File: src/design/aal_pkg.sv
// Shared constants, command/status bundles and result layout for the shelf atlas allocator.
package aal_pkg;

  localparam int PAGE_SIZE_DEF   = 1024;
  localparam int MAX_PAGES_DEF   = 8;
  localparam int SHELVES_DEF     = 64;

  localparam int RECT_W          = 11;
  localparam int LIMIT_W         = 4;
  localparam int LIMIT_RESET     = 8;
  localparam int IN_DATA_W       = 24;
  localparam int OUT_DATA_W      = 32;

  localparam logic ACT_PLACE     = 1'b0;
  localparam logic ACT_CLEAR     = 1'b1;

  // Commands from the controller to the datapath
  typedef struct packed {
    logic load;        // capture the incoming request
    logic clear;       // empty all pages, post a clear result
    logic fail;        // post a failed result
    logic start;       // restart the page scan at page zero
    logic page_rd;     // read the page table at the current page
    logic page_load;   // take shelf count and fill height from the page read
    logic page_next;   // advance to the next page
    logic shelf_rd;    // read the current shelf
    logic shelf_next;  // advance to the next shelf
    logic put_shelf;   // place on the shelf just read
    logic open_shelf;  // open a new shelf below the used height
    logic open_page;   // open a new page
  } aal_cmd_t;

  // Status from the datapath to the controller
  typedef struct packed {
    logic is_clear;
    logic reject;
    logic pages_left;
    logic page_room;
    logic shelves_left;
    logic shelf_fits;
    logic shelf_room;
    logic out_free;
  } aal_stat_t;

  // Result item, first field in the highest bits
  typedef struct packed {
    logic [9:0] pos_y;
    logic [9:0] pos_x;
    logic [2:0] page_index;
    logic       opened_page;
    logic       ok;
  } aal_res_t;

endpackage

File: src/design/aal_ctrl.sv
// Sequencing state machine for the shelf atlas allocator.
module aal_ctrl
  import aal_pkg::*;
(
  input  logic      clk,
  input  logic      rst,
  input  logic      in_valid,
  output logic      in_ready,
  input  aal_stat_t stat,
  output aal_cmd_t  cmd
);

  typedef enum logic [5:0] {
    ST_IDLE      = 6'b000001,
    ST_DECIDE    = 6'b000010,
    ST_PAGE      = 6'b000100,
    ST_PAGE_WAIT = 6'b001000,
    ST_SCAN      = 6'b010000,
    ST_SH_CHK    = 6'b100000
  } state_t;

  state_t state, state_next;
  logic   term;

  assign in_ready = (state == ST_IDLE);

  always_comb begin
    state_next = state;
    cmd        = '0;
    case (state)
      ST_IDLE: begin
        if (in_valid) begin
          cmd.load   = 1'b1;
          state_next = ST_DECIDE;
        end
      end
      ST_DECIDE: begin
        if (stat.is_clear) begin
          if (stat.out_free) begin
            cmd.clear  = 1'b1;
            state_next = ST_IDLE;
          end
        end else if (stat.reject) begin
          if (stat.out_free) begin
            cmd.fail   = 1'b1;
            state_next = ST_IDLE;
          end
        end else begin
          cmd.start  = 1'b1;
          state_next = ST_PAGE;
        end
      end
      ST_PAGE: begin
        if (stat.pages_left) begin
          cmd.page_rd = 1'b1;
          state_next  = ST_PAGE_WAIT;
        end else if (stat.out_free) begin
          cmd.open_page = stat.page_room;
          cmd.fail      = !stat.page_room;
          state_next    = ST_IDLE;
        end
      end
      ST_PAGE_WAIT: begin
        cmd.page_load = 1'b1;
        state_next    = ST_SCAN;
      end
      ST_SCAN: begin
        if (stat.shelves_left) begin
          cmd.shelf_rd = 1'b1;
          state_next   = ST_SH_CHK;
        end else if (stat.shelf_room) begin
          if (stat.out_free) begin
            cmd.open_shelf = 1'b1;
            state_next     = ST_IDLE;
          end
        end else begin
          cmd.page_next = 1'b1;
          state_next    = ST_PAGE;
        end
      end
      ST_SH_CHK: begin
        if (stat.shelf_fits) begin
          if (stat.out_free) begin
            cmd.put_shelf = 1'b1;
            state_next    = ST_IDLE;
          end
        end else begin
          cmd.shelf_next = 1'b1;
          state_next     = ST_SCAN;
        end
      end
      default: begin
        state_next = ST_IDLE;
      end
    endcase
  end

  always_ff @(posedge clk) begin
    if (rst) begin
      state <= ST_IDLE;
    end else begin
      state <= state_next;
    end
  end

  assign term = cmd.clear | cmd.fail | cmd.put_shelf | cmd.open_shelf | cmd.open_page;

  a_one_result: assert property (@(posedge clk) disable iff (rst)
    $onehot0({cmd.clear, cmd.fail, cmd.put_shelf, cmd.open_shelf, cmd.open_page}))
    else $error("more than one result posted in a cycle");

  a_result_slot: assert property (@(posedge clk) disable iff (rst)
    term |-> stat.out_free)
    else $error("result posted while the output register is occupied");

  a_back_idle: assert property (@(posedge clk) disable iff (rst)
    term |=> (state == ST_IDLE))
    else $error("controller did not return to idle after a result");

endmodule

File: config.mk
export PLATFORM = sky130hd
export DESIGN_NAME = aal_ctrl
export DESIGN_NICKNAME = d
export VERILOG_FILES = /design/src/design/aal_pkg.sv /design/src/design/aal_ctrl.sv
export SDC_FILE = /design/constraint.sdc
export NUM_CORES = 1
export LEC_CHECK = 0
export BUFFER_PORTS_ARGS = -buffer_cell sky130_fd_sc_hd__buf_2
export CELL_PAD_IN_SITES_DETAIL_PLACEMENT = 1
export CELL_PAD_IN_SITES_GLOBAL_PLACEMENT = 1
export CORE_UTILIZATION = 31
export DETAILED_ROUTE_END_ITERATION = 10
export PLACE_DENSITY = 0.79
export SYNTH_ARGS = -nofsm -noshare
export SYNTH_HDL_FRONTEND = slang
export SYNTH_SLANG_ARGS = --single-unit
File: constraint.sdc
create_clock -name clk -period 2.5 [get_ports clk]
set_input_delay 0.25 -clock clk [delete_from_list [all_inputs] [get_ports clk]]
set_output_delay 0.25 -clock clk [all_outputs]
set_load 0.01 [all_outputs]
# ---- Yosys cells after proc, flatten, opt, wreduce, memory -nomap -nowiden
# Cells that the tools add are included.
dict set report totals {
  word_cells 46
  inputBits 11
  reg_bits 6
  latch_bits 0
  ram_bits 0
  rom_bits 0
  output_inout_bits 13
  memories 0
}
dict set report op_classes {
  addsub 0
  n_mux 37
  div 0
  bitwise 0
  reduce_logical 1
  n_shift 0
  n_eq_ne 7
  mul 0
  magnitude_cmp 0
}
# cell n
set ops {}
lappend ops {{6-bit 2-to-1 mux} 8}
lappend ops {{6-bit case mux with 6 select lines} 1}
lappend ops {{1-bit 2-to-1 mux} 24}
lappend ops {{6-bit by 1-bit equality test with 1-bit output (second input constant)} 1}
lappend ops {{6-bit by 2-bit equality test with 1-bit output (second input constant)} 1}
lappend ops {{6-bit by 3-bit equality test with 1-bit output (second input constant)} 1}
lappend ops {{6-bit by 4-bit equality test with 1-bit output (second input constant)} 1}
lappend ops {{6-bit by 5-bit equality test with 1-bit output (second input constant)} 1}
lappend ops {{6-bit equality test (second input constant)} 1}
lappend ops {{2-bit 2-to-1 mux} 3}
lappend ops {{2-bit != test (second input constant)} 1}
lappend ops {{1-bit case mux with 2 select lines} 1}
lappend ops {{1-bit zero test} 1}

# ---- Longest topological paths before layout
# Gate-level depths: netlist of run 1.
dict set report depth {
  word_depth 4
  depth_mapped 5
  ltp_nobuf 5
}

# ---- Worst setup path before layout of run 1
# OpenSTA, ideal clock, no wires.
dict set report synth_timing {
  path_kind {register -> output}
  start {register state[4]}
  end {output cmd[9] (netlist name)}
  path_stages_with_launch 5
  arrival_time_ps 1599
  required_time_ps 2250
  path_buffers 0
  path_slack_ps 651
  path_cell_list {dfxtp_1 or4_4 or3b_4 nor3b_2 o21a_1}
}
# element line_no
set synth_lines {}
lappend synth_lines {{start: declaration} aal_ctrl.sv:22} ;# state_t state, state_next;
lappend synth_lines {{start signal: assignment} aal_ctrl.sv:102} ;# state <= state_next;
lappend synth_lines {{end: declaration} aal_ctrl.sv:10} ;# output aal_cmd_t cmd

==> run metrics, run 1 <==
n_diodes 0; design area 709 µm²; drt first pass iters 2; core area 0.00158 mm²; die area 0.00195 mm²; fraction of registers with async set/reset 0%; Post-synth EDFFs 0; All-Layer GR Usage about 17%; most frequent cells in the layout 23 x buf_2, 6 x nor2_1, 6 x dfxtp_1, 5 x nor3_1, 4 x inv_1; Ports 24; Mapped Nets 79; Vias/cell 5.43; FP Rows 14; Synth area leader dfxtp_1; synthesis-to-finish area growth 28.6%; DRT iter0 DRCs 7; post-layout util 45.0%; data arrival time of the worst path 2010 ps; Sw Share 32.8%; static leakage about 0.00033 µW; critical path class flip-flop to output pin; Yosys warnings 0; CTS tree built; Slowest cell on crit path or4_4; chip height 44.2 µm; wire per inst ~14 µm; synth top area cells dfxtp_1 22%, nor3_1 4.5%, nor2_1 4.1%, or3b_4 4.1%, or4_4 4.1%; combinational share of power 36.9%; H-Tree Depth 1; Top Registers state (6); CP endpoint kind output pin; Root Buffer Master clkbuf_4; max reg flops 6; sequential share of the synthesized area 21.8%; post-CTS setup buffers 0; Post-synth top flop dfxtp_1; P_int ~220 µW; DR vias 597; CTS sink cnt 6; maximum VDD drop 0.000268 V; WP buf/inv 1; Remaining DRCs 0; setup violators final 0; Biggest register state; Reg clk slew, reported paths 40 ps; power share of the clock group 28.1%; area share of the largest cell type after synthesis 21.8%; CP delay by family, top simple AND/OR/NAND/NOR gates; grt total ovfl 0; Initial Utilization 35.0%; most common cell after layout, fill and taps aside buf_2; PD cells 457 mW/mm²; Routed WL between 1500 and 2000 µm; Psw 106 µW; Max clock buf depth 2; final hold vios 0; total CTS buffers 3; Data required, critical path 2250 ps; max-cap violations 0; nets 107; min-delay worst type input pin to flip-flop; layout cell share with drive strength beyond 1 41.5%; Max Slew Vio Count 0; Post-Syn Area 552 µm²; crit path cell chain or4_4, or3b_4, nor3b_2, o21a_1, buf_2; crit path launch type flip-flop; Worst slew margin between 60 and 70%; Fin Setup TNS 0 ps; Mean Syn Cell Area 8.11 µm²; RSZ-0062 raised after global routing false; Tightest Pin Transition 498 ps; placed cell areas 687 µm²; fmax approximately 0.44 GHz; largest net degree at the start of global routing 11; Post-DP HPWL 1250 µm; first-pass GRT wire length 2440 µm; Crit path largest cell delay 590 ps; Max Clock Skew 0.861 ps; vias in the first global route roughly 560; initial antenna violation count 0; DRT antenna net count 0; post_cts resized 0; #FFs+latches synth 6; gpl congestion between 0.8 and 0.9; worst skew pair latency approximately 250 ps; Cell variety after synth 35; Seq pwr share 35.1%; fin crit period 2260 ps; synthesized instance count 68; Die Wd about 44 µm; Hold Buf Count CTS 0; I/O Buffers 23; Final Cycle Share 90.6%; Worst Path Max Fanout 6; status complete, no violations
-- worst paths after layout --
check / start / to / slack, ps / cells after the start
worst max-delay path: state[4]$_SDFFE_PP0P_ / cmd[9] / 240 / 5
worst max register to register: state[4]$_SDFFE_PP0P_ / state[4]$_SDFFE_PP0P_ / 630 / 4
worst min-delay path: rst / state[0]$_SDFFE_PP1P_ / 280 / 3
worst min register to register: state[1]$_SDFFE_PP0P_ / state[1]$_SDFFE_PP0P_ / 690 / 3
-- routing by layer --
| layer | wire length [µm] | up-vias | part of all wire (%) | GRT usage, % |
|---|---|---|---|---|
| met5 | 0 | - | 0 | 0 |
| met4 | 29 | 0 | 1.9 | 9.09 |
| met3 | 37 | 2 | 2.5 | 2.45 |
| met2 | 738 | 10 | 49 | 28.8 |
| met1 | 696 | 280 | 46 | 21.3 |
| li1 | - | 305 | - | - |
-- cells by family (layout without fill, tap and decap cells) --
family	count (synthesis)	in the layout	synth area share, %
AOI/OAI and AO/OA	14	14	22.0
xor gates and xnor gates	2	2	3.18
buffers and inverters	5	31	3.63
DFF	6	6	21.8
and+or+nand+nor	41	41	49.4
-- cell usage after synthesis, types with 2 or more instances --
cell and instances:
dfxtp_1 6, nor2_1 6, nor3_1 5, inv_1 4, a21oi_1 3, nand2_1 3
nand2b_1 3, nor2b_1 3, and2_1 2, nor3_2 2, nor3b_1 2, nor4_1 2
o41ai_1 2, or3b_4 2, or4_4 2, xor2_1 2
-- stage by stage --
step           hold WS, ps  total power, µW  instances  setup WS, ps
2_1_floorplan          364              198         68           651
3_3_place_gp           497              231        107           509
3_5_place_dp           530              235        107           502
4_1_cts                274              328        110           228
5_1_grt                298              344        110           151
6_report               277              324        110           236
-- cell type report --
cell class	count	area, µm²
fillers	210	867
multi-input cells	57	412
clock buffers	3	22.5
repair buffers	23	115
inverters	5	20.0
flip-flops and latches	6	120
well taps	16	20.0
-- power groups by stage --
stage	Combinational, µW	Sequential (µW)	Clock, µW
6_report	119	114	91.0
5_1_grt	130	115	98.3
4_1_cts	121	114	93.8
3_5_place_dp	120	115	0
3_3_place_gp	117	114	0
2_1_floorplan	86.0	112	0
-- worst min-delay path, stage by stage --
cell and delay, ps:
buf_2 110, a21oi_2 50, nand3b_1 80
No activity file was read; power rests on OpenSTA's default activity.
==> inputs of run 2 (changes only) <==
Settings changed: CAP_MARGIN set to 20, PLACE_DENSITY 0.79 to not set, PLACE_DENSITY_LB_ADDON set to 0.1.
==> run metrics, run 2 (synthesized netlist as in run 1, its figures left out) <==
H-Tree Depth 1 (unchanged); status complete, no violations; post-CTS setup buffers 0 (unchanged); critical path class flip-flop to output pin; Biggest register state; design area 717 µm² (+1.1%); first-pass GRT wire length 2790 µm (+15%); PD cells 454 mW/mm² (-0.53%); max-cap violations 0 (unchanged); Seq pwr share 34.9% (-0.2 points); Setup crit end cmd[0]; total CTS buffers 3 (unchanged); worst setup path startpoint state[4]$_SDFFE_PP0P_; most common cell after layout, fill and taps aside buf_2; min-delay worst type input pin to flip-flop; # placed instances 108 (+0.93%); Vias/cell 5.56 (+2.4%); Sw Share 33.2% (+0.36 points); largest net degree at the start of global routing 11 (unchanged); post-layout util 45.5% (+0.48 points); CTS tree built; die area 0.00195 mm² (unchanged); drt first pass iters 6 (+4); CP endpoint kind output pin; FP Rows 14 (unchanged); Crit path largest cell delay 590 ps (about the same); synthesis-to-finish area growth 29.9%; fmax 0.425 GHz (-3.8%); Max Slew Vio Count 0 (unchanged); r2r setup slk 490 ps (-140 ps); vias in the first global route 586 (+4.3%); core area 0.00158 mm² (unchanged); crit path launch type flip-flop; Data required, critical path 2250 ps (about the same); initial antenna violation count 0 (unchanged); All-Layer GR Usage 20.1% (+2.8 points); maximum VDD drop 0.000253 V (-5.7%); fin crit period 2350 ps (+90.6 ps); power share of the clock group 27.8% (-0.3 points); crit path cell chain or4_4, nor3_1, and3_1, buf_2; DRT antenna net count 0 (unchanged); Remaining DRCs 0 (unchanged); Fin Setup TNS 0 ps (unchanged); post_cts resized 0 (unchanged); gpl congestion 0.829 (-1.9%); RSZ-0062 raised after global routing false; Top Registers state (6); Max Clock Skew 6.70 ps (+5.84 ps); Final Non-Filler Cells 111 (+0.91%); nets 108 (+0.93%); DRT iter0 DRCs 12 (+5); Slowest cell on crit path or4_4; data arrival time of the worst path 2100 ps (+90 ps); n_diodes 0 (unchanged); CTS sink cnt 6 (unchanged); combinational share of power 37.3% (+0.4 points); Psw 108 µW (+1.6%); worst reg2reg path startpoint state[4]$_SDFFE_PP0P_; Tightest Pin Transition 641 ps (+143 ps); Reg clk slew, reported paths 40 ps (about the same); Initial Utilization 35.0% (unchanged); I/O Buffers 23 (unchanged); worst skew pair latency 250 ps (about the same); placed cell areas 694 µm² (+1.1%); Worst Path Max Fanout 6 (unchanged); chip height 44.2 µm (unchanged); Die Wd 44.2 µm (unchanged); static leakage 0.000331 µW (+1.7%); final hold vios 0 (unchanged); Post-DP HPWL 1340 µm (+7.1%); setup violators final 0 (unchanged); Final Cycle Share 94.2% (+3.6 points); Ports 24 (unchanged); P_int 218 µW (about the same); reg2reg end state[4]$_SDFFE_PP0P_; reg2reg path depth 4 (unchanged); max reg flops 6 (unchanged); Max clock buf depth 2 (unchanged); most frequent cells in the layout 23 x buf_2, 6 x nor2_1, 6 x dfxtp_1, 5 x nor3_1, 4 x inv_1; layout cell share with drive strength beyond 1 42.1% (+0.62 points); Routed WL 1660 µm (+10%); wire per inst 14.9 µm (+9.3%); Worst slew margin 56.9% (-9.6 points); Root Buffer Master clkbuf_4; DR vias 617 (+3.4%); grt total ovfl 0 (unchanged); Hold Buf Count CTS 0 (unchanged)
run 2: changes by cell type in the layout (fill, tap and decap cells not counted):
cell	delta
buf_4	+1
run 2: per-layer routing:
metal  routed length (µm)  GRT usage [%]  vias up
li1                     -              -      308
met1                  757           24.9      288
met2                  805           32.6       17
met3                   60           3.67        4
met4                   31           10.9        0
met5                    0              0        -
run 2: final cells by class:
type / instances / area [µm²]
Fill cell: 219 / 860
Multi-Input combinational cell: 57 / 412
Timing Repair Buffer: 24 / 123
Sequential cell: 6 / 120
Clock buffer: 3 / 22.5
Inverter: 5 / 20.0
Tap cell: 16 / 20.0
run 2: through the flow:
step	setup WS, ps	total power (µW)	hold WS [ps]
after CTS	202	329	260
after global placement	482	233	496
after global routing	63.7	345	288
after detailed placement	459	237	510
final	145	326	265
after floorplan	651	198	364
run 2: critical path, delay by kind of cell (launching register included):
family | cells | cell delay, ps
buffers and inverters | 1 | 120
flip-flops | 1 | 360
AND/OR/NAND/NOR | 3 | 1380
run 2: power by group through the flow:
stage / combinational, µW / clock (µW) / sequential [µW]
after floorplan: 86.0 / 0 / 112
after global placement: 119 / 0 / 114
after detailed placement: 121 / 0 / 115
after CTS: 122 / 92.9 / 114
after global routing: 134 / 96.1 / 115
final: 121 / 90.6 / 114
run 2: worst min-delay path by stage:
stage                     startpoint                    end  slack (ps)  cells after the start
final                            rst  state[0]$_SDFFE_PP1P_         260                      3
after global routing             rst  state[0]$_SDFFE_PP1P_         290                      3
after CTS                        rst  state[0]$_SDFFE_PP1P_         260                      3
after detailed placement         rst  state[0]$_SDFFE_PP1P_         510                      3
after global placement           rst  state[0]$_SDFFE_PP1P_         500                      3
after floorplan                  rst  state[0]$_SDFFE_PP1P_         360                      2
